[src/hdl/sss_pkg.sv]
`default_nettype none

package sss_pkg;

  // Register map of the configuration port
  typedef enum logic [2:0] {
    RegRefreshReload = 3'd0,
    RegBlinkReload   = 3'd1,
    RegSelHundreds   = 3'd2,
    RegSelTens       = 3'd3,
    RegSelUnits      = 3'd4,
    RegBlankCode     = 3'd5
  } sss_reg_e;

  // Digit positions in scan order
  typedef enum logic [1:0] {
    PosUnits    = 2'd0,
    PosTens     = 2'd1,
    PosHundreds = 2'd2,
    PosUnused   = 2'd3
  } sss_pos_e;

  localparam int unsigned SymbolCount = 25;
  localparam int unsigned TableDepth  = 25;

  // Segment patterns, bits dp g f e d c b a
  localparam logic [7:0] SegTable [TableDepth] = '{
    8'h00, 8'h06, 8'h5B, 8'h4F, 8'h66, 8'h6D, 8'h7D, 8'h07, 8'h7F, 8'h67,
    8'h3F, 8'h80, 8'h40, 8'h63, 8'h73, 8'h79, 8'h58, 8'h74, 8'h86, 8'h6D,
    8'h5F, 8'h78, 8'h50, 8'h6F, 8'h54
  };

  typedef struct packed {
    logic [7:0] refresh_reload;
    logic [7:0] blink_reload;
    logic [7:0] sel_hundreds;
    logic [7:0] sel_tens;
    logic [7:0] sel_units;
    logic [7:0] blank_code;
  } sss_cfg_t;

  // One refreshed digit on its way to the encoder
  typedef struct packed {
    logic [7:0] code;
    logic [7:0] sel;
    logic [1:0] pos;
  } sss_beat_t;

  function automatic logic [7:0] seg_lookup(input logic [7:0] code);
    logic [7:0] seg;
    seg = 8'h00;
    if (({1'b0, code} < 9'(SymbolCount)) && ({1'b0, code} < 9'(TableDepth))) begin
      seg = SegTable[code[4:0]];
    end
    return seg;
  endfunction

endpackage

`default_nettype wire

[src/hdl/sss_cfg.sv]
`default_nettype none

module sss_cfg (
  input  wire logic          clk_i,
  input  wire logic          rst_ni,
  input  wire logic          we_i,
  input  wire logic [2:0]    idx_i,
  input  wire logic [7:0]    data_i,
  output sss_pkg::sss_cfg_t  cfg_o
);
  import sss_pkg::*;

  sss_cfg_t cfg_q, cfg_d;

  always_comb begin
    cfg_d = cfg_q;
    if (we_i) begin
      unique case (idx_i)
        RegRefreshReload: cfg_d.refresh_reload = data_i;
        RegBlinkReload:   cfg_d.blink_reload   = data_i;
        RegSelHundreds:   cfg_d.sel_hundreds   = data_i;
        RegSelTens:       cfg_d.sel_tens       = data_i;
        RegSelUnits:      cfg_d.sel_units      = data_i;
        RegBlankCode:     cfg_d.blank_code     = data_i;
        default:          cfg_d = cfg_q;  // drop writes past the map
      endcase
    end
  end

  always_ff @(posedge clk_i or negedge rst_ni) begin
    if (!rst_ni) begin
      cfg_q <= '{refresh_reload: 8'd2, blink_reload: 8'd50, sel_hundreds: 8'd4,
                 sel_tens: 8'd2, sel_units: 8'd1, blank_code: 8'd0};
    end else begin
      cfg_q <= cfg_d;
    end
  end

  assign cfg_o = cfg_q;

endmodule

`default_nettype wire

[src/hdl/sss_scan.sv]
`default_nettype none

module sss_scan (
  input  wire logic          clk_i,
  input  wire logic          rst_ni,
  input  sss_pkg::sss_cfg_t  cfg_i,
  input  wire logic          in_valid_i,
  output logic               in_ready_o,
  input  wire logic [7:0]    hundreds_code_i,
  input  wire logic [7:0]    tens_code_i,
  input  wire logic [7:0]    units_code_i,
  input  wire logic [7:0]    blink_mask_i,
  output logic               beat_valid_o,
  input  wire logic          beat_ready_i,
  output sss_pkg::sss_beat_t beat_o
);
  import sss_pkg::*;

  logic [1:0] scan_pos_q, scan_pos_d;
  logic [7:0] refresh_cnt_q, refresh_cnt_d;
  logic [7:0] blink_cnt_q, blink_cnt_d;
  logic       blink_on_q, blink_on_d;
  logic       beat_valid_q, beat_valid_d;
  sss_beat_t  beat_q, beat_d;

  logic       accept;
  logic       emit;
  logic       blinking;
  logic       phase_on;
  logic [7:0] code;
  logic [7:0] sel;

  assign in_ready_o = !beat_valid_q || beat_ready_i;
  assign accept     = in_valid_i && in_ready_o;

  always_comb begin
    code = units_code_i;
    sel  = cfg_i.sel_units;
    unique case (scan_pos_q)
      PosUnits: begin
        code = units_code_i;
        sel  = cfg_i.sel_units;
      end
      PosTens: begin
        code = tens_code_i;
        sel  = cfg_i.sel_tens;
      end
      PosHundreds: begin
        code = hundreds_code_i;
        sel  = cfg_i.sel_hundreds;
      end
      default: begin
        code = units_code_i;
        sel  = cfg_i.sel_units;
      end
    endcase
  end

  assign blinking = |(blink_mask_i & sel);

  always_comb begin
    scan_pos_d    = scan_pos_q;
    refresh_cnt_d = refresh_cnt_q;
    blink_cnt_d   = blink_cnt_q;
    blink_on_d    = blink_on_q;
    emit          = 1'b0;
    phase_on      = blink_on_q;
    if (accept) begin
      if (refresh_cnt_q != 8'd0) begin
        refresh_cnt_d = refresh_cnt_q - 8'd1;
      end else begin
        refresh_cnt_d = cfg_i.refresh_reload;
        if (scan_pos_q == PosUnused) begin
          scan_pos_d = PosUnits;
        end else begin
          emit       = 1'b1;
          scan_pos_d = (scan_pos_q == PosHundreds) ? PosUnits : scan_pos_q + 2'd1;
          if (blinking) begin
            if (blink_cnt_q == 8'd0) begin
              blink_on_d  = !blink_on_q;
              phase_on    = !blink_on_q;
              blink_cnt_d = cfg_i.blink_reload;
            end else begin
              blink_cnt_d = blink_cnt_q - 8'd1;
            end
          end
        end
      end
    end
  end

  always_comb begin
    beat_valid_d = beat_valid_q && !beat_ready_i;
    beat_d       = beat_q;
    if (accept) begin
      beat_valid_d = emit;
    end
    if (emit) begin
      beat_d.code = (blinking && !phase_on) ? cfg_i.blank_code : code;
      beat_d.sel  = sel;
      beat_d.pos  = scan_pos_q;
    end
  end

  always_ff @(posedge clk_i or negedge rst_ni) begin
    if (!rst_ni) begin
      scan_pos_q    <= PosUnits;
      refresh_cnt_q <= 8'd0;
      blink_cnt_q   <= 8'd0;
      blink_on_q    <= 1'b0;
      beat_valid_q  <= 1'b0;
    end else begin
      scan_pos_q    <= scan_pos_d;
      refresh_cnt_q <= refresh_cnt_d;
      blink_cnt_q   <= blink_cnt_d;
      blink_on_q    <= blink_on_d;
      beat_valid_q  <= beat_valid_d;
    end
  end

  always_ff @(posedge clk_i) begin
    beat_q <= beat_d;
  end

  assign beat_valid_o = beat_valid_q;
  assign beat_o       = beat_q;

endmodule

`default_nettype wire

[src/hdl/sss_encode.sv]
`default_nettype none

module sss_encode (
  input  wire logic          clk_i,
  input  wire logic          rst_ni,
  input  wire logic          beat_valid_i,
  output logic               beat_ready_o,
  input  sss_pkg::sss_beat_t beat_i,
  output logic               out_valid_o,
  input  wire logic          out_ready_i,
  output logic [7:0]         select_byte_o,
  output logic [7:0]         segment_byte_o,
  output logic [1:0]         digit_position_o
);
  import sss_pkg::*;

  logic       out_valid_q, out_valid_d;
  logic [7:0] select_q, select_d;
  logic [7:0] segment_q, segment_d;
  logic [1:0] pos_q, pos_d;
  logic [7:0] seg;
  logic       load;

  assign beat_ready_o = !out_valid_q || out_ready_i;
  assign load         = beat_valid_i && beat_ready_o;
  assign seg          = seg_lookup(beat_i.code);

  always_comb begin
    out_valid_d = out_valid_q && !out_ready_i;
    select_d    = select_q;
    segment_d   = segment_q;
    pos_d       = pos_q;
    if (load) begin
      out_valid_d = 1'b1;
      // segment bit 7 rides in bit 0 of the select byte
      select_d    = {beat_i.sel[7:1], seg[7]};
      segment_d   = {seg[6:0], 1'b0};
      pos_d       = beat_i.pos;
    end
  end

  always_ff @(posedge clk_i or negedge rst_ni) begin
    if (!rst_ni) begin
      out_valid_q <= 1'b0;
    end else begin
      out_valid_q <= out_valid_d;
    end
  end

  always_ff @(posedge clk_i) begin
    select_q  <= select_d;
    segment_q <= segment_d;
    pos_q     <= pos_d;
  end

  assign out_valid_o      = out_valid_q;
  assign select_byte_o    = select_q;
  assign segment_byte_o   = segment_q;
  assign digit_position_o = pos_q;

endmodule

`default_nettype wire

[src/hdl/seven_segment_scan_blink.sv]
`default_nettype none
// Channel  | Direction | Handshake            | Beat contents
// ---------+-----------+----------------------+------------------------------------------
// in       | input     | in_valid_i/in_ready_o | hundreds, tens, units codes, blink mask
// out      | output    | out_valid_o/out_ready_i | select byte, segment byte, digit position
// cfg      | input     | cfg_we_i (no wait)   | cfg_idx_i, cfg_data_i
//
// One tick is accepted per cycle while in_ready_o is high. A tick that refreshes a digit
// passes its result through the scan register, which holds the chosen code, and then the
// output register, which holds the packed bytes. Reset clears the scan position, both
// countdowns and the blink phase, and loads the configuration registers with their
// defaults. A stalled output backs up through both registers before in_ready_o drops.

module seven_segment_scan_blink (
  input  wire logic       clk_i,
  input  wire logic       rst_ni,
  input  wire logic       cfg_we_i,
  input  wire logic [2:0] cfg_idx_i,
  input  wire logic [7:0] cfg_data_i,
  input  wire logic       in_valid_i,
  output logic            in_ready_o,
  input  wire logic [7:0] hundreds_code_i,
  input  wire logic [7:0] tens_code_i,
  input  wire logic [7:0] units_code_i,
  input  wire logic [7:0] blink_mask_i,
  output logic            out_valid_o,
  input  wire logic       out_ready_i,
  output logic [7:0]      select_byte_o,
  output logic [7:0]      segment_byte_o,
  output logic [1:0]      digit_position_o
);
  import sss_pkg::*;

  sss_cfg_t  cfg;
  sss_beat_t beat;
  logic      beat_valid;
  logic      beat_ready;

  sss_cfg u_cfg (
    .clk_i  (clk_i),
    .rst_ni (rst_ni),
    .we_i   (cfg_we_i),
    .idx_i  (cfg_idx_i),
    .data_i (cfg_data_i),
    .cfg_o  (cfg)
  );

  sss_scan u_scan (
    .clk_i           (clk_i),
    .rst_ni          (rst_ni),
    .cfg_i           (cfg),
    .in_valid_i      (in_valid_i),
    .in_ready_o      (in_ready_o),
    .hundreds_code_i (hundreds_code_i),
    .tens_code_i     (tens_code_i),
    .units_code_i    (units_code_i),
    .blink_mask_i    (blink_mask_i),
    .beat_valid_o    (beat_valid),
    .beat_ready_i    (beat_ready),
    .beat_o          (beat)
  );

  sss_encode u_encode (
    .clk_i            (clk_i),
    .rst_ni           (rst_ni),
    .beat_valid_i     (beat_valid),
    .beat_ready_o     (beat_ready),
    .beat_i           (beat),
    .out_valid_o      (out_valid_o),
    .out_ready_i      (out_ready_i),
    .select_byte_o    (select_byte_o),
    .segment_byte_o   (segment_byte_o),
    .digit_position_o (digit_position_o)
  );

  a_pos_legal: assert property (@(posedge clk_i) disable iff (!rst_ni)
    out_valid_o |-> digit_position_o != PosUnused)
    else $error("unused digit position reached the output");

  a_stall_source: assert property (@(posedge clk_i) disable iff (!rst_ni)
    !in_ready_o |-> (beat_valid && !beat_ready && out_valid_o))
    else $error("input stalled without a full pipeline");

  a_beat_lands: assert property (@(posedge clk_i) disable iff (!rst_ni)
    (beat_valid && beat_ready) |=> out_valid_o)
    else $error("scan beat lost on its way to the output");

endmodule

`default_nettype wire

[config.mk]
export PLATFORM = sky130hd
export DESIGN_NAME = seven_segment_scan_blink
export DESIGN_NICKNAME = d
export VERILOG_FILES = /design/src/hdl/sss_pkg.sv /design/src/hdl/sss_cfg.sv /design/src/hdl/sss_scan.sv /design/src/hdl/sss_encode.sv /design/src/hdl/seven_segment_scan_blink.sv
export SDC_FILE = /design/constraint.sdc
export NUM_CORES = 1
export LEC_CHECK = 0
export BUFFER_PORTS_ARGS = -buffer_cell sky130_fd_sc_hd__buf_4
export CORE_ASPECT_RATIO = 1.5
export CORE_MARGIN = 3
export CORE_UTILIZATION = 40
export CTS_CLUSTER_SIZE = 10
export DETAILED_ROUTE_END_ITERATION = 10
export SLEW_MARGIN = 20
export SYNTH_ARGS = -nofsm -noshare
export SYNTH_HDL_FRONTEND = slang
export SYNTH_SLANG_ARGS = --single-unit
[constraint.sdc]
create_clock -name clk_i -period 2.7 [get_ports clk_i]
set_input_delay 0.405 -clock clk_i [delete_from_list [all_inputs] [get_ports clk_i]]
set_output_delay 0.405 -clock clk_i [all_outputs]
set_load 0.1 [all_outputs]
==> flow_metrics.tcl <==
set metrics [dict create \
    intPower_uw 3559 \
    finalMaxSlewViolations 0 \
    end_kind "register" \
    clk_path_buf_depth 2 \
    synthDistinctLibCells 59 \
    worstPathArrival_ns 2.62 \
    power.density_nw_per_um2 882.0 \
    dp_slack_ns 0.05073 \
    drive_gt1_frac 0.3740 \
    clk_latency_ns 0.34 \
    synth.avg_cell_area_um2 11.87 \
    cp.required_ns 2.79 \
    stdcell_count 661 \
    status "finished clean" \
    finalCritPeriodShare 0.9350 \
    yosys.area.top_type "dfrtp_1" \
    ant_nets 0 \
    numCtsBuffers 9 \
    synth_seq_cells 103 \
    coreArea_um2 12200 \
    cts_tree "yes" \
    grtUsageTotal 0.1692 \
    tns_ns 0 \
    drc 0 \
    clock.fmax_mhz 396.1 \
    switching_share 0.3478 \
    die_area_um2 14080 \
    synthTopCellsByCount "dfrtp_1, mux2_2, a21oi_1, nor2_1, edfxtp_1" \
    clock_power_share 0.217 \
    path_max_fanout 42 \
    start_util 0.4153 \
    antenna_found_initial 0 \
    power_leakage_uw 0.002521 \
    gp_congestion 0.9059 \
    die-height_um 143.9 \
    clock_skew_ns 0.005819 \
    hold_viol_final 0 \
    wirelength_um 11580 \
    syn-num-nets 486 \
    start_kind "register" \
    num-nets-final 562 \
    wl_per_cell_um 17.52 \
    grt_pass1_wl_um 18750 \
    grt_max_degree 70 \
    setup_viol 0 \
    synth_edf_count 34 \
    syn_to_final_growth_pct 22.10 \
    port_buffers 66 \
    fp.dieW_um 97.90 \
    seqPwrFrac 0.395 \
    p_comb_frac 0.388 \
    worstMarginPinSlew_ns 0.8896 \
    grt_pass1_vias 3657 \
    multi_input_area_um2 2231 \
    grt-ovfl-total 0 \
    cts-root-buf "clkbuf_16" \
    syn_area_um2 5067 \
    path_clk_slew_ns 0.07 \
    maxCapViolCount 0 \
    diodes 0 \
    ios 68 \
    htreeDepth 3 \
    ff_latch_area_um2 2760 \
    rsz0062_at_grt "no" \
    synth_area_leaders "dfrtp_1, edfxtp_1, mux2_2, dfstp_2, a21oi_1" \
    cts_num_sinks 103 \
    synth_top_area_share 0.3062 \
    firstDrtPassIters 4 \
    placedCellCount 641 \
    yosysWarnings 0 \
    fillCellCount 1085 \
    hpwl_um 8578 \
    vias 3617 \
    ir_drop_v 0.0005461 \
    first_iter_violations 192 \
    synthMostInstantiatedCell "dfrtp_1" \
    relSlewSlack 0.4069 \
    synth-async-reset-ratio 0.6699 \
    p_total_uw 5457 \
    fin_crit_ns 2.525 \
    via_per_inst 5.472 \
    ys_seq_area_frac 0.5440 \
    hp-class "in2async" \
    critical_path_class "reg2reg" \
    power_switching_uw 1898 \
    layout_setup_ws_ns 0.1755 \
    ys_dominant_reg_cell "dfrtp_1" \
    synthCells 427 \
    rows 49 \
]
==> worst paths after layout <==
path | endpoint | cells past startpoint | slack [ns] | from
max in group asynchronous | u_encode.out_valid_o | 1 | 1.86 | rst_ni
worst min-delay path | u_scan.scan_pos_q[1] | 1 | 0.18 | rst_ni
worst max-delay path | u_scan.beat_o[10] | 9 | 0.18 | u_scan.scan_pos_q[0]
worst max register to register | u_scan.beat_o[10] | 9 | 0.18 | u_scan.scan_pos_q[0]
min in group clk_i | u_cfg.cfg_o[36] | 3 | 0.34 | cfg_data_i[4]
worst min register to register | u_encode.select_byte_o[7] | 0 | 0.42 | u_scan.beat_o[9]
==> cells by family (layout without fill, tap and decap cells) <==
logic type | Yosys count | after routing | share of synthesized area
AO/OA/AOI/OAI | 109 | 109 | 0.1479
adder cells (fa/ha/maj) | 11 | 11 | 0.02716
XOR/XNOR | 3 | 3 | 0.005186
other | 1 | 1 | 0.0007400
AND/OR/NAND/NOR | 100 | 100 | 0.1027
multiplexers | 65 | 65 | 0.1430
flip-flops | 103 | 103 | 0.5440
buffers and inverters | 35 | 116 | 0.02938
==> layout by cell type, fill, tap and decap left out, types with 6 or more instances in the layout <==
master / count
mux2i_1: 6
ha_1: 9
o21ai_0: 20
a21oi_2: 8
buf_4: 82
edfxtp_1: 34
inv_1: 14
nand2_1: 23
a22oi_1: 16
a21oi_1: 27
nor3_1: 9
nand3_1: 6
clkbuf_16: 9
nor2_1: 35
dfstp_2: 7
dfrtp_1: 61
mux2_2: 56
==> through the flow <==
stage,utilization,hold WS [ns],area [um2]
after floorplan,-,0.1094,5115
after global placement,0.4797,0.4004,5853
after detailed placement,0.4797,0.4056,5853
after CTS,0.5018,0.2099,6122
after global routing,0.5071,0.2285,6187
final,0.5071,0.1814,6187
==> power by group through the flow <==
| stage | logic [uW] | registers [uW] | clock network [uW] |
|---|---|---|---|
| finish | 2110 | 2160 | 1190 |
| global route | 2330 | 2190 | 1290 |
| CTS | 2020 | 2160 | 1210 |
| detailed placement | 2010 | 2190 | 0 |
| global placement | 1940 | 2170 | 0 |
| floorplan | 1400 | 2140 | 0 |
==> sequential cells by signal (all words and copies together), names as in the netlist <==
name	flops
u_encode.segment_byte_o	7
u_cfg.cfg_o	48
u_encode.select_byte_o	8
u_scan.beat_valid_o	1
u_scan.refresh_cnt_q	8
u_encode.digit_position_o	2
u_scan.scan_pos_q	2
u_scan.beat_o	17
u_scan.blink_cnt_q	8
u_scan.blink_on_q	1
u_encode.out_valid_o	1
==> final cells by class <==
class	instances	share of cell area
clock buffers	13	0.04044
clock inverters	3	0.003033
inverters	15	0.009707
multi-input cells	289	0.3606
flip-flops and latches	103	0.4461
well taps	153	0.03094
repair buffers	85	0.1092
==> critical path, cell delays in order, from the launching register on <==
cell and delay [ns]:
dfrtp_1 0.40, inv_1 0.10, ha_1 0.34, buf_12 0.19
o21ai_0 0.25, a21oi_2 0.08, a2111oi_4 0.36, a211oi_4 0.12
buf_12 0.16, mux2_2 0.27
==> per-layer routing <==
metal | track usage | wire length, um | part of all wire
met5 | 0 | 0 | 0
met4 | 0.05762 | 219 | 0.019
met3 | 0.02817 | 361 | 0.031
met2 | 0.3037 | 6161 | 0.53
met1 | 0.2059 | 4840 | 0.42
==> repair_timing <==
action	4_1_cts	5_1_grt
endpoints found under the setup margin	0	12
resized for setup	0	14
hold buffers	0	0
buffers inserted	0	4
Note: power is estimated with default switching activity, not from simulation.
